**config.mk**
```make
export PLATFORM = sky130hd
export DESIGN_NAME = sle_back
export DESIGN_NICKNAME = d
export VERILOG_FILES = /design/src/design/sle_pkg.sv /design/src/design/sle_back.sv
export SDC_FILE = /design/constraint.sdc
export NUM_CORES = 1
export LEC_CHECK = 0
export BUFFER_PORTS_ARGS = -buffer_cell sky130_fd_sc_hd__buf_2
export CAP_MARGIN = 10
export CORE_MARGIN = 3
export CORE_UTILIZATION = 55
export CTS_CLUSTER_DIAMETER = 40
export CTS_CLUSTER_SIZE = 30
export DETAILED_ROUTE_END_ITERATION = 12
export PLACE_DENSITY = 0.82
export SLEW_MARGIN = 20
export SYNTH_ARGS = -nofsm -noshare
export SYNTH_HDL_FRONTEND = slang
export SYNTH_SLANG_ARGS = --single-unit
```
**constraint.sdc**
```tcl
create_clock -name clk_i -period 4.67 [get_ports clk_i]
set_clock_uncertainty 0.1 [all_clocks]
set_input_delay 0.934 -clock clk_i [delete_from_list [all_inputs] [get_ports clk_i]]
set_output_delay 0.934 -clock clk_i [all_outputs]
set_load 0.01 [all_outputs]
```
**src/design/sle_pkg.sv**
```systemverilog
// shared types and constants for the sequential list engine
`timescale 1ns / 1ps
`default_nettype none

package sle_pkg;

  localparam int ModeW  = 2;
  localparam int PosW   = 9;
  localparam int ValW   = 32;
  localparam int StatW  = 2;
  localparam int FoundW = 8;
  localparam int LenW   = 9;

  localparam logic [ModeW-1:0] MODE_INS  = 2'd0;
  localparam logic [ModeW-1:0] MODE_DEL  = 2'd1;
  localparam logic [ModeW-1:0] MODE_SRCH = 2'd2;
  localparam logic [ModeW-1:0] MODE_NOP  = 2'd3;

  typedef enum logic [1:0] {
    OP_INS,
    OP_DEL,
    OP_SRCH,
    OP_NOP
  } op_e;

  typedef enum logic [StatW-1:0] {
    STAT_OK       = 2'd0,
    STAT_FULL     = 2'd1,
    STAT_RANGE    = 2'd2,
    STAT_NOTFOUND = 2'd3
  } status_e;

  typedef enum logic [2:0] {
    ST_IDLE,
    ST_INS,
    ST_DEL,
    ST_SRCH,
    ST_DONE
  } state_e;

  typedef struct packed {
    op_e                   op;
    logic [PosW-1:0]       position;
    logic [ValW-1:0]       value;
  } cmd_t;

  typedef struct packed {
    logic valid;
    cmd_t cmd;
  } cmd_if_t;

endpackage

`default_nettype wire

```
**src/design/sle_back.sv**
```systemverilog
// execution side: shifts, scans and checks against the store, holds the result
`timescale 1ns / 1ps
`default_nettype none

module sle_back #(
  parameter int Depth = 256
) (
  input  wire logic                              clk_i,
  input  wire logic                              rst_ni,
  input  wire sle_pkg::cmd_if_t                  cmd_i,
  output logic                                   pop_o,
  output logic                                   ram_we_o,
  output logic [$clog2(Depth)-1:0]               ram_waddr_o,
  output logic [sle_pkg::ValW-1:0]               ram_wdata_o,
  output logic                                   ram_re_o,
  output logic [$clog2(Depth)-1:0]               ram_raddr_o,
  input  wire logic [sle_pkg::ValW-1:0]          ram_rdata_i,
  output logic                                   m_axis_tvalid,
  input  wire logic                              m_axis_tready,
  output logic [23:0]                            m_axis_tdata,
  output logic [sle_pkg::StatW-1:0]              m_axis_tuser
);

  import sle_pkg::*;

  localparam int AW   = $clog2(Depth);
  localparam int CW   = $clog2(Depth + 1);
  localparam int CMPW = ((CW > PosW) ? CW : PosW) + 1;
  localparam int FXW  = (AW > FoundW) ? AW : FoundW;
  localparam int LXW  = (CW > LenW) ? CW : LenW;

  state_e          state_q, state_d;
  logic [CW-1:0]   cnt_q, cnt_d;
  logic [CW-1:0]   idx_q, idx_d;
  logic [CW-1:0]   tgt_q, tgt_d;
  logic            pend_q, pend_d;
  logic [AW-1:0]   padr_q, padr_d;
  logic [ValW-1:0] val_q, val_d;
  status_e         rstat_q, rstat_d;
  logic [AW-1:0]   rfound_q, rfound_d;
  logic            ov_q, ov_d;
  status_e         ostat_q, ostat_d;
  logic [FoundW-1:0] ofound_q, ofound_d;
  logic [LenW-1:0] olen_q, olen_d;

  logic [CMPW-1:0] pos_x;
  logic [CMPW-1:0] cnt_x;
  logic [FXW-1:0]  found_x;
  logic [LXW-1:0]  len_x;

  assign pos_x   = CMPW'(cmd_i.cmd.position);
  assign cnt_x   = CMPW'(cnt_q);
  assign found_x = FXW'(rfound_q);
  assign len_x   = LXW'(cnt_q);

  assign m_axis_tvalid = ov_q;
  assign m_axis_tuser  = ostat_q;
  assign m_axis_tdata  = {7'd0, olen_q, ofound_q};

  always_comb begin
    state_d     = state_q;
    cnt_d       = cnt_q;
    idx_d       = idx_q;
    tgt_d       = tgt_q;
    pend_d      = 1'b0;
    padr_d      = padr_q;
    val_d       = val_q;
    rstat_d     = rstat_q;
    rfound_d    = rfound_q;
    ov_d        = ov_q && !m_axis_tready;
    ostat_d     = ostat_q;
    ofound_d    = ofound_q;
    olen_d      = olen_q;
    pop_o       = 1'b0;
    ram_we_o    = 1'b0;
    ram_waddr_o = padr_q;
    ram_wdata_o = ram_rdata_i;
    ram_re_o    = 1'b0;
    ram_raddr_o = AW'(idx_q);

    unique case (state_q)
      ST_IDLE: begin
        if (cmd_i.valid) begin
          pop_o    = 1'b1;
          val_d    = cmd_i.cmd.value;
          rfound_d = '0;
          rstat_d  = STAT_OK;
          unique case (cmd_i.cmd.op)
            OP_INS: begin
              if (cnt_q == CW'(Depth)) begin
                rstat_d = STAT_FULL;
                state_d = ST_DONE;
              end else if (pos_x == '0 || pos_x > cnt_x + CMPW'(1)) begin
                rstat_d = STAT_RANGE;
                state_d = ST_DONE;
              end else begin
                idx_d   = cnt_q;
                tgt_d   = CW'(cmd_i.cmd.position - PosW'(1));
                state_d = ST_INS;
              end
            end
            OP_DEL: begin
              if (pos_x == '0 || pos_x > cnt_x) begin
                rstat_d = STAT_RANGE;
                state_d = ST_DONE;
              end else begin
                idx_d   = CW'(cmd_i.cmd.position);
                state_d = ST_DEL;
              end
            end
            OP_SRCH: begin
              idx_d   = '0;
              state_d = ST_SRCH;
            end
            default: begin
              state_d = ST_DONE;
            end
          endcase
        end
      end
      ST_INS: begin
        if (pend_q) begin
          ram_we_o = 1'b1;
        end
        if (idx_q > tgt_q) begin
          ram_re_o    = 1'b1;
          ram_raddr_o = AW'(idx_q - CW'(1));
          pend_d      = 1'b1;
          padr_d      = AW'(idx_q);
          idx_d       = idx_q - CW'(1);
        end else if (!pend_q) begin
          ram_we_o    = 1'b1;
          ram_waddr_o = AW'(tgt_q);
          ram_wdata_o = val_q;
          cnt_d       = cnt_q + CW'(1);
          state_d     = ST_DONE;
        end
      end
      ST_DEL: begin
        if (pend_q) begin
          ram_we_o = 1'b1;
        end
        if (idx_q < cnt_q) begin
          ram_re_o    = 1'b1;
          ram_raddr_o = AW'(idx_q);
          pend_d      = 1'b1;
          padr_d      = AW'(idx_q - CW'(1));
          idx_d       = idx_q + CW'(1);
        end else if (!pend_q) begin
          cnt_d   = cnt_q - CW'(1);
          state_d = ST_DONE;
        end
      end
      ST_SRCH: begin
        if (pend_q && ram_rdata_i == val_q) begin
          rfound_d = padr_q;
          state_d  = ST_DONE;
        end else if (idx_q < cnt_q) begin
          ram_re_o    = 1'b1;
          ram_raddr_o = AW'(idx_q);
          pend_d      = 1'b1;
          padr_d      = AW'(idx_q);
          idx_d       = idx_q + CW'(1);
        end else if (!pend_q) begin
          rstat_d = STAT_NOTFOUND;
          state_d = ST_DONE;
        end
      end
      ST_DONE: begin
        if (!ov_q || m_axis_tready) begin
          ov_d     = 1'b1;
          ostat_d  = rstat_q;
          ofound_d = found_x[FoundW-1:0];
          olen_d   = len_x[LenW-1:0];
          state_d  = ST_IDLE;
        end
      end
      default: begin
        state_d = ST_IDLE;
      end
    endcase
  end

  always_ff @(posedge clk_i or negedge rst_ni) begin
    if (!rst_ni) begin
      state_q <= ST_IDLE;
      cnt_q   <= '0;
      pend_q  <= 1'b0;
      ov_q    <= 1'b0;
    end else begin
      state_q <= state_d;
      cnt_q   <= cnt_d;
      pend_q  <= pend_d;
      ov_q    <= ov_d;
    end
  end

  always_ff @(posedge clk_i) begin
    idx_q    <= idx_d;
    tgt_q    <= tgt_d;
    padr_q   <= padr_d;
    val_q    <= val_d;
    rstat_q  <= rstat_d;
    rfound_q <= rfound_d;
    ostat_q  <= ostat_d;
    ofound_q <= ofound_d;
    olen_q   <= olen_d;
  end

endmodule

`default_nettype wire

```
==> metrics.txt <==
input/output buffers 149; RSZ-0062 raised after global routing false; Syn Area/Cell 11.4 sq um; Worst Setup Path Type reg2out; slowest CP cell edfxtp_1; Core ar. 12100 sq um; Worst Path Required 3640 ps; Synth Cell Area 6830 sq um; max cap viols 0; routed wire length 18.0 mm; post-synthesis sequential area ratio 43.4%; Die X 117 microns; Startpoint Class register; element type at the critical path end output pin; DP Cell Count 902; total area of sequential cells 2960 sq um; first-pass GRT wire length 28.4 mm; hold depth 0; number of synthesized flops with an enable pin 87; CTS buffer count 9; DRC 0; crit-path max cell delay 550 ps; Cells after Synth 601; crit-path cells ha_1, a211oi_2, nor2_1, or4b_4, a21oi_2, and2b_4, buf_4, mux2_4, buf_2; pin count of the biggest net entering global routing 34; Worst Tran Pin Value 994 ps; fraction of layout instances using a drive strength above 1 31.2%; DRT iter0 DRCs 478; Hold Crit Start found_x[4]$_SDFFCE_PN0P_; Worst-path clk slew 70 ps; gr usage total 25.7%; Reg2Reg Setup Slack 1000 ps; Starting Density 56.6%; Wirelength per Cell 19.6 microns; Final Non-Filler Cells 918; I/O pins 157; site row count 40; static leakage 3.43 nW; DR vias/cell 5.88; fill count 908; Hold Path Class reg2reg; synthesis-stage register bit count 101; FF-to-FF path depth 11; reg2reg start cnt_q[2]$_DFFE_PN0P_; R2R Path End idx_q[1]$_DFFE_PP_; # setup viols final 0; via count 5398; Die H 117 microns; root buf cell clkbuf_16; hold slack 313 ps; Overflow after GRT 0; Yosys cell types 69; # hold bufs at CTS 0; status finished, final reports clean; Final Critical Period 4500 ps; f_max 222 MHz; Post-DP Area 7690 sq um; footprint of the multi-input gates 3560 sq um; Max H-tree Level 3; Clk Latency, worst-skew pair 360 ps; Top FF cell, synth edfxtp_1; clk sinks 101; yosys warns 0; number of global-route vias before repair 5379; antenna violation net count after detailed routing 0; # nets final 876; Fin. Hold Viols 0; Tcrit/Tclk final 96.3%; Final Instance Area 8010 sq um; pwr/cell area 554 nW/um^2; FFs w/ async S/R, synth 13.9%; critical path arrival 3460 ps; post-cts sizing count 0; CTS tree done; antenna cells 0; Detailed Place HPWL 14.0 mm; die area 13800 sq um; initial antenna violation count 0; Hold Path Sink ofound_q[4]$_DFFE_PP_; clock buffer depth 2; Slew headroom 33.7%; # Post-CTS Setup Buffers 0; Max Slew Vio Count 0; Max FO, Critical Path 12; GPL Wtd Cong 0.953; Max IR drop VDD 0.000290 V; Setup TNS 0 ps; first drt pass iteration count 5; area grow syn2layout 17.3%
-- how the worst max path moves through the flow --
stage                            start              end  slack, ps
floorplan           idx_q[1]$_DFFE_PP_   ram_waddr_o[0]       1270
global placement    idx_q[6]$_DFFE_PP_   ram_wdata_o[8]        710
detailed placement  idx_q[6]$_DFFE_PP_  ram_wdata_o[29]        580
CTS                 idx_q[6]$_DFFE_PP_  ram_wdata_o[29]        180
global route        idx_q[6]$_DFFE_PP_  ram_wdata_o[28]         40
finish              idx_q[6]$_DFFE_PP_  ram_wdata_o[29]        170
-- cell families after synthesis --
| logic type | Yosys count | synth area share (%) |
|---|---|---|
| compound gates | 104 | 10.7 |
| xor+xnor | 72 | 9.24 |
| fa+ha+maj | 52 | 9.64 |
| flops | 101 | 43.4 |
| other cells | 1 | 0.0549 |
| buf+inv | 64 | 4.78 |
| mux | 43 | 9.26 |
| simple gates | 164 | 12.9 |
-- report_power, final --
part / switching (mW) / internal [mW] / total, mW
Sequential: 0.270 / 1.32 / 1.59
Combinational: 1.16 / 0.872 / 2.03
Clock: 0.338 / 0.472 / 0.811
-- routing by layer --
layer | wire length [microns] | vias up | global-route usage [%]
met5 | 0 | - | 0
met4 | 362 | 0 | 9.82
met3 | 1360 | 39 | 5.06
met2 | 8910 | 286 | 43.9
met1 | 7390 | 2570 | 32.4
li1 | - | 2503 | -
-- critical path: cells and delay by family, from the launching register on --
family	cells	cell delay, ps
AO/OA/AOI/OAI	2	410
buffers and inverters	2	440
adder cells (fa/ha/maj)	1	390
AND/OR/NAND/NOR	3	980
multiplexers	1	330
flip-flops	1	550
-- synth_stat cells (all sizes together), types with 12 or more instances --
cell type | instances | share of area (%)
a21oi | 21 | 1.6
and3 | 15 | 1.4
buf | 18 | 2.2
clkbuf | 14 | 0.79
dfrtp | 14 | 5.1
edfxtp | 87 | 38
ha | 51 | 9.3
inv | 31 | 1.7
mux2 | 41 | 9.0
nand2 | 40 | 2.2
nand3 | 19 | 1.4
nand4 | 13 | 1.2
nor2 | 30 | 1.6
nor3 | 12 | 0.95
o21ai | 20 | 1.5
xnor2 | 53 | 6.8
xor2 | 19 | 2.4
-- state kept, by name (all words and copies together), names as in the netlist --
name	flops
ofound_q	8
m_axis_tuser	2
state_q	3
tgt_q	9
idx_q	9
padr_q	8
m_axis_tvalid	1
rstat_q	2
olen_q	9
found_x	8
val_q	32
pend_q	1
cnt_q	9
-- through the flow --
step	power [mW]	utilization (%)	setup WS, ps
global route	4.70	66.4	43.3
detailed placement	3.60	63.7	581
floorplan	2.99	-	1270
finish	4.43	66.4	172
global placement	3.51	63.7	711
CTS	4.42	66.4	185
-- final cells by class --
type | count | area share [%]
clock inverters | 7 | 1.20
clock buffers | 9 | 2.81
repair buffers | 159 | 10.4
multi-input cells | 442 | 44.5
inverters | 32 | 1.50
flip-flops and latches | 101 | 37.0
well taps | 168 | 2.63
-- cells in the final DEF, fill, tap and decap left out, drive strengths merged, types with 10 or more instances in the layout --
master  count
nand4      13
buf       159
ha         51
and3       15
dfrtp      14
xnor2      53
nand2      40
inv        33
nor3       12
mux2       41
edfxtp     87
nand3      19
a22oi      10
o21ai      20
xor2       19
nor2       30
a21oi      21
Note: power is estimated with default switching activity, not from simulation.
