## src/design/sle_pkg.sv

```systemverilog
// shared types and constants for the sequential list engine
`timescale 1ns / 1ps
`default_nettype none

package sle_pkg;

  localparam int ModeW  = 2;
  localparam int PosW   = 9;
  localparam int ValW   = 32;
  localparam int StatW  = 2;
  localparam int FoundW = 8;
  localparam int LenW   = 9;

  localparam logic [ModeW-1:0] MODE_INS  = 2'd0;
  localparam logic [ModeW-1:0] MODE_DEL  = 2'd1;
  localparam logic [ModeW-1:0] MODE_SRCH = 2'd2;
  localparam logic [ModeW-1:0] MODE_NOP  = 2'd3;

  typedef enum logic [1:0] {
    OP_INS,
    OP_DEL,
    OP_SRCH,
    OP_NOP
  } op_e;

  typedef enum logic [StatW-1:0] {
    STAT_OK       = 2'd0,
    STAT_FULL     = 2'd1,
    STAT_RANGE    = 2'd2,
    STAT_NOTFOUND = 2'd3
  } status_e;

  typedef enum logic [2:0] {
    ST_IDLE,
    ST_INS,
    ST_DEL,
    ST_SRCH,
    ST_DONE
  } state_e;

  typedef struct packed {
    op_e                   op;
    logic [PosW-1:0]       position;
    logic [ValW-1:0]       value;
  } cmd_t;

  typedef struct packed {
    logic valid;
    cmd_t cmd;
  } cmd_if_t;

endpackage

`default_nettype wire

```

## src/design/sle_front.sv

```systemverilog
// input side: accepts transfers, decodes the operation and queues commands
`timescale 1ns / 1ps
`default_nettype none

module sle_front (
  input  wire logic                         clk_i,
  input  wire logic                         rst_ni,
  input  wire logic                         s_axis_tvalid,
  output logic                              s_axis_tready,
  input  wire logic [47:0]                  s_axis_tdata,
  input  wire logic [sle_pkg::ModeW-1:0]    s_axis_tuser,
  output sle_pkg::cmd_if_t                  cmd_o,
  input  wire logic                         pop_i
);

  import sle_pkg::*;

  cmd_t       slot_q [2];
  logic       wptr_q, wptr_d;
  logic       rptr_q, rptr_d;
  logic [1:0] fill_q, fill_d;
  cmd_t       in_cmd;
  logic       push;
  logic       pop;

  always_comb begin
    in_cmd.position = s_axis_tdata[PosW-1:0];
    in_cmd.value    = s_axis_tdata[PosW+ValW-1:PosW];
    unique case (s_axis_tuser)
      MODE_INS:  in_cmd.op = OP_INS;
      MODE_DEL:  in_cmd.op = OP_DEL;
      MODE_SRCH: in_cmd.op = OP_SRCH;
      MODE_NOP:  in_cmd.op = OP_NOP;
      default:   in_cmd.op = OP_NOP;
    endcase
  end

  assign s_axis_tready = (fill_q != 2'd2);
  assign push          = s_axis_tvalid && s_axis_tready;
  assign pop           = pop_i && (fill_q != 2'd0);

  assign cmd_o.valid = (fill_q != 2'd0);
  assign cmd_o.cmd   = slot_q[rptr_q];

  always_comb begin
    wptr_d = push ? ~wptr_q : wptr_q;
    rptr_d = pop ? ~rptr_q : rptr_q;
    fill_d = fill_q;
    if (push && !pop) begin
      fill_d = fill_q + 2'd1;
    end else if (pop && !push) begin
      fill_d = fill_q - 2'd1;
    end
  end

  always_ff @(posedge clk_i or negedge rst_ni) begin
    if (!rst_ni) begin
      wptr_q <= 1'b0;
      rptr_q <= 1'b0;
      fill_q <= 2'd0;
    end else begin
      wptr_q <= wptr_d;
      rptr_q <= rptr_d;
      fill_q <= fill_d;
    end
  end

  always_ff @(posedge clk_i) begin
    if (push) begin
      slot_q[wptr_q] <= in_cmd;
    end
  end

endmodule

`default_nettype wire

```

## config.mk

```make
export PLATFORM = sky130hd
export DESIGN_NAME = sle_front
export DESIGN_NICKNAME = d
export VERILOG_FILES = /design/src/design/sle_pkg.sv /design/src/design/sle_front.sv
export SDC_FILE = /design/constraint.sdc
export NUM_CORES = 1
export LEC_CHECK = 0
export ABC_AREA = 1
export BUFFER_PORTS_ARGS = -buffer_cell sky130_fd_sc_hd__buf_2
export CAP_MARGIN = 30
export CELL_PAD_IN_SITES_DETAIL_PLACEMENT = 1
export CELL_PAD_IN_SITES_GLOBAL_PLACEMENT = 2
export CORE_MARGIN = 2
export CORE_UTILIZATION = 34
export CTS_CLUSTER_DIAMETER = 80
export DETAILED_ROUTE_END_ITERATION = 10
export GPL_TIMING_DRIVEN = 0
export PLACE_DENSITY = 0.9
export SYNTH_ARGS = -nofsm -noshare
export SYNTH_HDL_FRONTEND = slang
export SYNTH_SLANG_ARGS = --single-unit
```

## constraint.sdc

```tcl
create_clock -name clk_i -period 3.5 [get_ports clk_i]
set_clock_uncertainty 0.1 [all_clocks]
set_input_delay 0 -clock clk_i [delete_from_list [all_inputs] [get_ports clk_i]]
set_output_delay 0 -clock clk_i [all_outputs]
set_load 0.02 [all_outputs]
```

==> metrics.log, run 1 <==
[metrics] outcome: completed
[metrics] number of flip-flops and latches in the synthesized netlist: 90
[metrics] clock group share of total power: 15.6%
[metrics] hold violation total from the final report: 0
[metrics] standard-cell rows: 36
[metrics] Chip Height: 104 microns
[metrics] summed area of non-filler cells in the final layout: 4720 sq um
[metrics] Max Cap Viol: 0
[metrics] ordered cell list for the critical path: inv_2 -> nand2_2 -> nand2_2 -> nor2_4 -> buf_12
[metrics] count of TritonRoute iterations in the first routing pass: 4
[metrics] post-CTS setup buffer count: 0
[metrics] remaining antenna violation count after routing: 0
[metrics] Clock Root Buffer: clkbuf_8
[metrics] critical path class: reg -> reg
[metrics] largest cells by area after synthesis: edfxtp_1 75%, nand2_1 14%, dfrtp_1 2.9%
[metrics] post-DR wirelength/cell: 13.7 microns
[metrics] clock network latency to the later pin of the worst-skew pair: 0.34 ns
[metrics] CTS sink count: 90
[metrics] proportion of synthesized flip-flops having asynchronous set or reset: 4.44%
[metrics] number of DRC violations after detailed routing: 0
[metrics] maximum net fanout on the critical path: 27
[metrics] worst vdd rail ir drop: 0.389 mV
[metrics] buffer levels on the longest clock path: 2
[metrics] area of the mapped netlist: 3430 sq um
[metrics] unrepaired setup endpoints after global routing: no
[metrics] crit-path max cell delay: 0.46 ns
[metrics] cell accounting for the most synthesized area: edfxtp_1
[metrics] number of enable flip-flop cells after synthesis: 86
[metrics] pin count of the biggest net entering global routing: 28
[metrics] critical path endpoint category: flop
[metrics] number of global-route vias before repair: 2469
[metrics] Avg Inst Size Synth: 13.5 sq um
[metrics] starting density of the core: 35.1%
[metrics] Vias/cell: 4.27
[metrics] number of input and output port buffers inserted: 89
[metrics] startpoint of the lowest-slack register-to-register path: fill_q[0]
[metrics] combinational share of power: 42.3%
[metrics] Detailed Place HPWL: 4.73 mm
[metrics] wire length of the first global-routing pass: 11.9 mm
[metrics] maximum clock frequency: 0.553 GHz
[metrics] initial antenna violation count: 0
[metrics] total track usage: 14.3%
[metrics] Data arrival, critical path: 1.74 ns
[metrics] Critical Path Source Type: flop
[metrics] Iteration-0 DRC Markers: 113
[metrics] Reg2Reg Setup Slack: 1.69 ns
[metrics] cts bufs inserted: 9
[metrics] full die area: 10900 sq um
[metrics] GPL Wtd Cong: 0.679
[metrics] net switching power: 1.42 mW
[metrics] fraction of power consumed by sequential logic: 42.1%
[metrics] predominant post-synthesis flop cell: edfxtp_1
[metrics] layout cell share with drive strength beyond 1: 31.4%
[metrics] Pwr Density: 778 nW/um^2
[metrics] sequential element share of the synthesized area: 78.2%
[metrics] static leakage: 2.02 nW
[metrics] count of buffer and inverter cells on the critical path: 2
[metrics] crit path time final: 1.81 ns
[metrics] measured slew at the worst slew-check pin: 0.554 ns
[metrics] number of pins with negative max-slew slack in the final report: 0
[metrics] count of endpoints failing setup in the final report: 0
[metrics] standard cell core area: 9770 sq um
[metrics] area overhead of the layout relative to synthesis: 37.6%
[metrics] switching share of power: 38.8%
[metrics] clock-pin slew reported for the worst setup and hold paths after clock tree synthesis: 0.08 ns
[metrics] startpoint of the worst setup timing path: fill_q[0]
[metrics] top-count cell post-synth: nand2_1
[metrics] Net Count, Synth: 310
[metrics] nets@finish: 459
[metrics] R2R depth: 5
[metrics] slowest stage cell on the critical path: nor2_4
[metrics] worst slew slack as a fraction of its limit: 63.0%
[metrics] startpoint of the worst hold path: s_axis_tdata[39]
[metrics] TritonCTS clock tree: yes
[metrics] routed wire length: 7.39 mm
[metrics] count of cells along the worst hold path: 2
[metrics] total congestion overflow after global routing: 0
[metrics] Yosys warning total: 0
[metrics] largest delay contributor family on the critical path: simple AND/OR/NAND/NOR gates
[metrics] antenna cell count: 0
[metrics] number of instances in the synthesized netlist: 255
[metrics] ratio of final minimum period to clock period: 51.7%
[metrics] class of the tightest hold or removal check: in -> reg
[metrics] die outline width: 104 microns
[metrics] synth cell count leaders: 126 x nand2_1, 86 x edfxtp_1, 13 x nand2_2
[metrics] cell internal power dissipation: 2.25 mW
[metrics] Top-Level Pins: 99
[metrics] WHS: 0.285 ns
[metrics] Worst Hold Endpoint: slot_q[1][30]
[metrics] post_cts resized: 0
[metrics] Worst path most repeated cell: nand2_2
[metrics] H-tree depth reported by CTS: 3
[metrics] total of fill cells in the finished design: 1046
[metrics] Reg2Reg Capture Point: slot_q[0][33]
[metrics] area share of the largest cell type after synthesis: 75.3%
[metrics] area after detailed placement: 4100 sq um
[metrics] number of distinct library cells after synthesis: 17
[metrics] Worst EP required: 3.43 ns
[metrics] number of vias after detailed routing: 2309
[registers in the layout, summed over array words and instances (netlist names)]
name / flops
rptr_q: 1
fill_q: 2
wptr_q: 1
slot_q: 86
[repair_timing]
item	4_1_cts	5_1_grt
endpoints found under the hold margin	92	0
hold buffers	47	0
setup endpoints to repair	0	0
[cell usage in the layout (no fill, tap or decap)]
cell type and count:
buf_12 3, buf_2 89, buf_4 3, buf_6 5, clkbuf_1 4, clkbuf_8 9
clkinv_1 2, clkinv_2 1, clkinvlp_4 1, dfrtp_1 4, dlygate4sd3_1 47, edfxtp_1 86
ha_1 1, inv_1 5, inv_2 1, inv_8 1, nand2_1 126, nand2_2 13
nand3_1 2, nand4_1 1, nor2_4 2, xnor2_1 1, xor2_1 1
[cell families after synthesis]
group,after synthesis,synth area share [%]
xor+xnor,2,0.511
fa+ha+maj,1,0.365
buf+inv,18,4.08
flops,90,78.2
simple gates,144,16.8
[power groups by stage]
stage	Sequential [mW]	Combinational (mW)	Clock (mW)
CTS	1.55	1.59	0.601
global placement	1.58	1.47	0
global route	1.57	1.72	0.641
finish	1.55	1.55	0.573
floorplan	1.57	1.00	0
detailed placement	1.57	1.54	0
[through the flow]
| stage | total power [mW] | instances | util (%) | setup TNS (ns) | setup slack, ns |
|---|---|---|---|---|---|
| final | 3.67 | 541 | 48.3 | 0 | 1.69 |
| after global routing | 3.93 | 541 | 48.3 | 0 | 1.58 |
| after CTS | 3.74 | 541 | 48.3 | 0 | 1.65 |
| after detailed placement | 3.12 | 479 | 41.9 | 0 | 1.66 |
| after global placement | 3.05 | 477 | 41.4 | -44.93 | -0.534 |
| after floorplan | 2.57 | 255 | - | 0 | 0.490 |
[how the worst max path moves through the flow]
stage,end,slack (ns),cells after the start
floorplan,slot_q[0][0],0.49,4
global placement,slot_q[1][24],-0.53,4
CTS,slot_q[0][39],1.65,5
detailed placement,slot_q[0][29],1.66,5
finish,slot_q[0][33],1.69,5
global route,slot_q[0][33],1.58,5
[metal layers]
metal  GRT usage, %  routed length, microns  vias up
met2           27.0                    3980       62
met1           15.4                    2950     1096
met4           5.89                     139        0
met5              0                       0        -
li1               -                       -     1141
met3           2.76                     319       10
[final cells by class]
cell class | count | area (sq um) | share of cell area (%)
Buffer | 11 | 106 | 2.25
Timing Repair Buffer | 138 | 956 | 20.3
Clock buffer | 11 | 131 | 2.78
Clock inverter | 4 | 20.0 | 0.424
Multi-Input combinational cell | 147 | 623 | 13.2
Inverter | 7 | 33.8 | 0.716
Tap cell | 133 | 166 | 3.53
Sequential cell | 90 | 2680 | 56.8
Power figures use the tool's default switching activity.
==> inputs of run 2 (changes only) <==
CORE_UTILIZATION = 30   (was 34)
PLACE_DENSITY = 0.85   (was 0.9)
clock period = 1.5 ns   (was 3.5 ns; I/O delays follow)
==> metrics.log, run 2 (synthesis gave the netlist of run 1 again) <==
[metrics] full die area: 12300 sq um (+13%)
[metrics] GPL Wtd Cong: 0.721 (+6.2%)
[metrics] routed wire length: 8.14 mm (+10%)
[metrics] pin count of the biggest net entering global routing: 20 (-29%)
[metrics] Critical Path Source Type: flop
[metrics] most common cell after layout, fill and taps aside: nand2_1
[metrics] CTS sink count: 90 (unchanged)
[metrics] worst vdd rail ir drop: 0.899 mV (+130%)
[metrics] area after detailed placement: 4140 sq um (+0.92%)
[metrics] Detailed Place HPWL: 4.78 mm (+1.0%)
[metrics] cell count after placement: 489 (+2.1%)
[metrics] Iteration-0 DRC Markers: 68 (-40%)
[metrics] TritonCTS clock tree: yes
[metrics] number of input and output port buffers inserted: 89 (unchanged)
[metrics] measured slew at the worst slew-check pin: 0.283 ns (-0.271 ns)
[metrics] Data arrival, critical path: 1.37 ns (-0.37 ns)
[metrics] critical path class: reg -> out
[metrics] clock network latency to the later pin of the worst-skew pair: 0.33 ns (about the same)
[metrics] clock-pin slew reported for the worst setup and hold paths after clock tree synthesis: 0.06 ns (-0.02 ns)
[metrics] die outline width: 111 microns (+6.2%)
[metrics] count of TritonRoute iterations in the first routing pass: 4 (unchanged)
[metrics] total track usage: 13.5% (-0.79 points)
[metrics] summed area of non-filler cells in the final layout: 5340 sq um (+13%)
[metrics] cts bufs inserted: 9 (unchanged)
[metrics] remaining antenna violation count after routing: 0 (unchanged)
[metrics] net switching power: 3.80 mW (+170%)
[metrics] Layout Utilization: 47.4% (-0.91 points)
[metrics] number of pins with negative max-slew slack in the final report: 0 (unchanged)
[metrics] number of DRC violations after detailed routing: 0 (unchanged)
[metrics] antenna cell count: 0 (unchanged)
[metrics] flip-flop count of the largest register, all copies and words added: 86 (unchanged)
[metrics] hold violation total from the final report: 0 (unchanged)
[metrics] Chip Height: 111 microns (+6.2%)
[metrics] cell internal power dissipation: 6.87 mW (+210%)
[metrics] crit path time final: 1.47 ns
[metrics] post-DR wirelength/cell: 14.3 microns (+4.7%)
[metrics] final worst slack: 0.0256 ns (-1.66 ns)
[metrics] nets@finish: 476 (+3.7%)
[metrics] Top-Level Pins: 99 (unchanged)
[metrics] top flop regs: slot_q: 86 flops, fill_q: 2 flops
[metrics] commonest cells after routing, fill and taps aside: 106 x nand2_1, 86 x edfxtp_1, 50 x buf_2, 47 x dlygate4sd3_1, 33 x buf_4
[metrics] wire length of the first global-routing pass: 12.7 mm (+6.5%)
[metrics] Max Cap Viol: 0 (unchanged)
[metrics] unrepaired setup endpoints after global routing: yes
[metrics] class of the tightest hold or removal check: in -> reg
[metrics] maximum net fanout on the critical path: 10 (-63%)
[metrics] number of vias after detailed routing: 2466 (+6.8%)
[metrics] non-filler cells in the finished layout: 569 (+5.2%)
[metrics] Pwr Density: 2000 nW/um^2 (+160%)
[metrics] worst slew slack as a fraction of its limit: 81.1% (+18 points)
[metrics] buffer levels on the longest clock path: 2 (unchanged)
[metrics] post-placement setup slack: -0.471 ns (-2.13 ns)
[metrics] layout cell share with drive strength beyond 1: 40.4% (+9.0 points)
[metrics] maximum clock frequency: 0.678 GHz
[metrics] Clock Root Buffer: clkbuf_16
[metrics] area overhead of the layout relative to synthesis: 55.7%
[metrics] standard-cell rows: 39 (+8.3%)
[metrics] ratio of final minimum period to clock period: 98.3%
[metrics] total congestion overflow after global routing: 0 (unchanged)
[metrics] critical path endpoint category: output port
[metrics] H-tree depth reported by CTS: 3 (unchanged)
[metrics] register with the most flip-flops: slot_q
[metrics] Worst EP required: 1.40 ns (-2.03 ns)
[metrics] starting density of the core: 30.4% (-4.7 points)
[metrics] combinational share of power: 45.6% (+3.3 points)
[metrics] Vias/cell: 4.33 (+1.5%)
[metrics] initial antenna violation count: 0 (unchanged)
[metrics] static leakage: 2.24 nW (+11%)
[metrics] count of endpoints failing setup in the final report: 0 (unchanged)
[metrics] clock group share of total power: 20.2% (+4.6 points)
[metrics] standard cell core area: 11300 sq um (+15%)
[metrics] fraction of power consumed by sequential logic: 34.1% (-8.0 points)
[metrics] outcome: completed
[metrics] number of global-route vias before repair: 2584 (+4.7%)
[metrics] switching share of power: 35.6% (-3.1 points)
-- run 2: critical path, stage by stage, from the launching register on --
cell,delay (ns)
dfrtp_1,0.38
buf_8,0.15
clkinv_8,0.08
buf_8,0.15
nand2_1,0.08
nand2_2,0.06
buf_6,0.13
-- run 2: final timing paths --
path,startpoint,to,slack (ns),cells past startpoint
max in group asynchronous,rst_ni,wptr_q,0.58,3
max,rptr_q,cmd_o[23],0.03,6
min,s_axis_tdata[34],slot_q[1][25],0.29,2
max reg2reg,fill_q[1],slot_q[1][2],0.07,5
min reg2reg,fill_q[1],fill_q[1],0.45,2
min in group asynchronous,rst_ni,rptr_q,0.51,3
-- run 2: metal layers --
layer	wire, microns	up-vias	share of wire (%)	track usage, %
met1	3200	1199	39	14.7
met3	391	15	4.8	4.05
met4	182	0	2.2	5.33
li1	-	1188	-	-
met5	0	-	0	0
met2	4360	64	54	24.5
-- run 2: area by class of cell --
type / instances / area (sq um)
Multi-Input combinational cell: 149 / 727
Tap cell: 143 / 179
Sequential cell: 90 / 2690
Clock buffer: 10 / 229
Fill cell: 1181 / 5930
Buffer: 11 / 121
Clock inverter: 6 / 57.6
Inverter: 7 / 38.8
Timing Repair Buffer: 153 / 1300
-- run 2: power groups by stage --
stage / sequential [mW] / clock (mW) / combinational [mW]
after floorplan: 3.63 / 0 / 2.39
after global placement: 3.65 / 0 / 3.49
after detailed placement: 3.67 / 0 / 3.66
after CTS: 3.63 / 2.23 / 4.24
after global routing: 3.69 / 2.33 / 5.29
final: 3.64 / 2.16 / 4.87
-- run 2: metrics by stage --
step	power, mW	TNS (ns)	hold slack, ns
2_1_floorplan	6.02	-24.42	-0.396
3_3_place_gp	7.15	-55.90	-0.286
3_5_place_dp	7.33	-31.33	-0.286
4_1_cts	10.1	0	0.266
5_1_grt	11.3	-1.31	0.276
6_report	10.7	0	0.290
-- run 2: repair_timing --
item / 4_1_cts / 5_1_grt
endpoints found under the hold margin: 92 / 0
endpoints found under the setup margin: 117 / 56
pin swaps: 4 / 3
gates resized for setup: 25 / 68
cloned: 2 / 1
buffers inserted: 9 / 5
hold buffers: 47 / 0
==> inputs of run 3 (changes only) <==
MAX_ROUTING_LAYER = met4   (was default)
clock period = 1.25 ns   (was 1.5 ns; I/O delays follow)
==> metrics.log, run 3 (synthesis gave the netlist of run 1 again) <==
[metrics] Chip Height: 111 microns (unchanged)
[metrics] number of DRC violations after detailed routing: 0 (unchanged)
[metrics] Final TNS setup: -31.48 ns (-31.48 ns)
[metrics] full die area: 12300 sq um (unchanged)
[metrics] final worst slack: -0.327 ns (-0.353 ns)
[metrics] non-filler cells in the finished layout: 589 (+3.5%)
[metrics] static leakage: 2.65 nW (+18%)
[metrics] count of cells along the worst hold path: 5 (+3)
[metrics] nets@finish: 496 (+4.2%)
[metrics] standard-cell rows: 39 (unchanged)
[metrics] unrepaired setup endpoints after global routing: yes
[metrics] met1 track demand over resource in global routing: 16.6% (+1.9 points)
[metrics] M3 GR Usage: 3.72% (-0.33 points)
[metrics] measured slew at the worst slew-check pin: 0.236 ns (-0.0470 ns)
[metrics] Top-Level Pins: 99 (unchanged)
[metrics] initial antenna violation count: 0 (unchanged)
[metrics] outcome: complete, but fails checks
[metrics] Layout Utilization: 55.4% (+8.1 points)
[metrics] antenna cell count: 0 (unchanged)
[metrics] Vias/cell: 4.34 (about the same)
[metrics] failing checks: negative setup slack
[metrics] Pwr Density: 2510 nW/um^2 (+25%)
[metrics] post-placement setup slack: -0.636 ns (-0.165 ns)
[metrics] number of input and output port buffers inserted: 89 (unchanged)
[metrics] number of global-route vias before repair: 2808 (+8.7%)
[metrics] number of pins with negative max-slew slack in the final report: 0 (unchanged)
[metrics] commonest cells after routing, fill and taps aside: 86 x edfxtp_1, 57 x buf_6, 49 x nand2_2, 48 x nand2_1, 46 x dlygate4sd3_1
[metrics] area overhead of the layout relative to synthesis: 82.1%
[metrics] cts bufs inserted: 9 (unchanged)
[metrics] top flop regs: slot_q: 86 flops, fill_q: 2 flops
[metrics] pin count of the biggest net entering global routing: 24 (+20%)
[metrics] count of endpoints failing setup in the final report: 133 (+133)
[metrics] summed area of non-filler cells in the final layout: 6250 sq um (+17%)
[metrics] register with the most flip-flops: slot_q
[metrics] R2R depth: 7 (+2)
[metrics] number of vias after detailed routing: 2554 (+3.6%)
[metrics] worst slew slack as a fraction of its limit: 84.2% (+3.1 points)
[metrics] cell count after placement: 489 (unchanged)
[metrics] maximum clock frequency: 0.634 GHz
[metrics] hold violation total from the final report: 0 (unchanged)
[metrics] critical path class: reg -> reg
[metrics] area after detailed placement: 4130 sq um (about the same)
[metrics] count of TritonRoute iterations in the first routing pass: 4 (unchanged)
[metrics] post-DR wirelength/cell: 17.1 microns (+20%)
[metrics] global route hottest layer: met2
[metrics] Worst EP required: 1.19 ns (-0.21 ns)
[metrics] buffer levels on the longest clock path: 2 (unchanged)
[metrics] wire length of the first global-routing pass: 14.2 mm (+12%)
[metrics] starting density of the core: 30.4% (unchanged)
[metrics] flip-flop count of the largest register, all copies and words added: 86 (unchanged)
[metrics] clock network latency to the later pin of the worst-skew pair: 0.33 ns (about the same)
[metrics] Max Cap Viol: 0 (unchanged)
[metrics] GPL Wtd Cong: 0.700 (-3.0%)
[metrics] routed wire length: 10.1 mm (+24%)
[metrics] TritonCTS clock tree: yes
[metrics] total congestion overflow after global routing: 0 (unchanged)
[metrics] most common cell after layout, fill and taps aside: edfxtp_1
[metrics] CTS sink count: 90 (unchanged)
[metrics] class of the tightest hold or removal check: in -> reg
[metrics] ratio of final minimum period to clock period: 126%
[metrics] worst vdd rail ir drop: 1.12 mV (+24%)
[metrics] Data arrival, critical path: 1.52 ns (+0.15 ns)
[metrics] standard cell core area: 11300 sq um (unchanged)
[metrics] remaining antenna violation count after routing: 0 (unchanged)
[metrics] crit path time final: 1.58 ns
[metrics] Critical Path Source Type: flop
[metrics] fraction of met2 tracks used by global routing: 28.5% (+4.0 points)
[metrics] maximum net fanout on the critical path: 11 (+1)
[metrics] Detailed Place HPWL: 4.96 mm (+3.9%)
[metrics] H-tree depth reported by CTS: 3 (unchanged)
[metrics] layout cell share with drive strength beyond 1: 56.1% (+16 points)
[metrics] Clock Root Buffer: clkbuf_16
[metrics] clock-pin slew reported for the worst setup and hold paths after clock tree synthesis: 0.06 ns (about the same)
[metrics] total track usage: 15.7% (+2.2 points)
[metrics] Iteration-0 DRC Markers: 68 (unchanged)
[metrics] die outline width: 111 microns (unchanged)
[metrics] critical path endpoint category: flop
==> run 3: cell count changes in the layout (fill, tap and decap cells not counted), moves of 2 or more <==
cell	before	now
buf_12	3	13
buf_2	50	45
buf_4	33	7
buf_6	22	57
clkbuf_16	10	18
clkinv_1	2	4
inv_2	3	1
inv_4	0	2
nand2_1	106	48
nand2_2	31	49
nand2_4	1	41
==> run 3: path summary, 6_finish.rpt <==
kind                          startpoint            end  slack (ns)
hold reg to reg                fill_q[1]      fill_q[1]        0.49
min in group asynchronous         rst_ni      fill_q[0]        0.50
hold / removal             s_axis_tvalid         wptr_q        0.11
setup reg to reg               fill_q[0]  slot_q[0][37]       -0.33
max in group asynchronous         rst_ni         wptr_q        0.34
setup / recovery               fill_q[0]  slot_q[0][37]       -0.33
==> run 3: worst max-delay path, cell delays in order, from the launching register on <==
cell and delay (ns):
dfrtp_1 0.39, inv_2 0.08, nand2_4 0.10, nand2_8 0.08
buf_12 0.13, nor2_4 0.09, buf_12 0.13, clkbuf_16 0.17
==> run 3: what timing repair did <==
item | 4_1_cts | 5_1_grt
pin swaps | 8 | 24
gates cloned | 4 | 10
buffers inserted | 20 | 5
setup endpoints to repair | 131 | 132
hold endpoints to repair | 93 | 0
hold buffers | 46 | 0
gates resized for setup | 128 | 126
==> run 3: cell type report <==
| class | instances | area [sq um] |
|---|---|---|
| clock buffer | 11 | 233 |
| timing repair inverter | 1 | 16.3 |
| inverter | 7 | 61.3 |
| tap | 143 | 179 |
| clock inverter | 5 | 45.0 |
| fill | 1077 | 5020 |
| buffer | 11 | 153 |
| multi-input combinational | 149 | 1080 |
| sequential | 90 | 2680 |
| timing repair buffer | 172 | 1790 |
==> run 3: through the flow <==
step	hold slack, ns	power (mW)
floorplan	-0.396	7.25
global placement	-0.287	8.62
detailed placement	-0.285	8.84
CTS	-0.0151	13.7
global route	0.120	16.4
finish	0.113	15.7
==> run 3: report_power, final <==
part | internal, mW | leakage [nW] | switching, mW
sequential | 4.15 | 0.847 | 0.359
clock | 1.52 | 0.134 | 1.05
combinational | 4.27 | 1.67 | 4.31
==> run 3: routing by layer <==
| layer | vias up | wire length (microns) | share of wire, % |
|---|---|---|---|
| met5 | - | 0 | 0 |
| met4 | 0 | 189 | 1.9 |
| met3 | 13 | 351 | 3.5 |
| met2 | 65 | 5630 | 56 |
| met1 | 1247 | 3890 | 39 |
| li1 | 1229 | - | - |
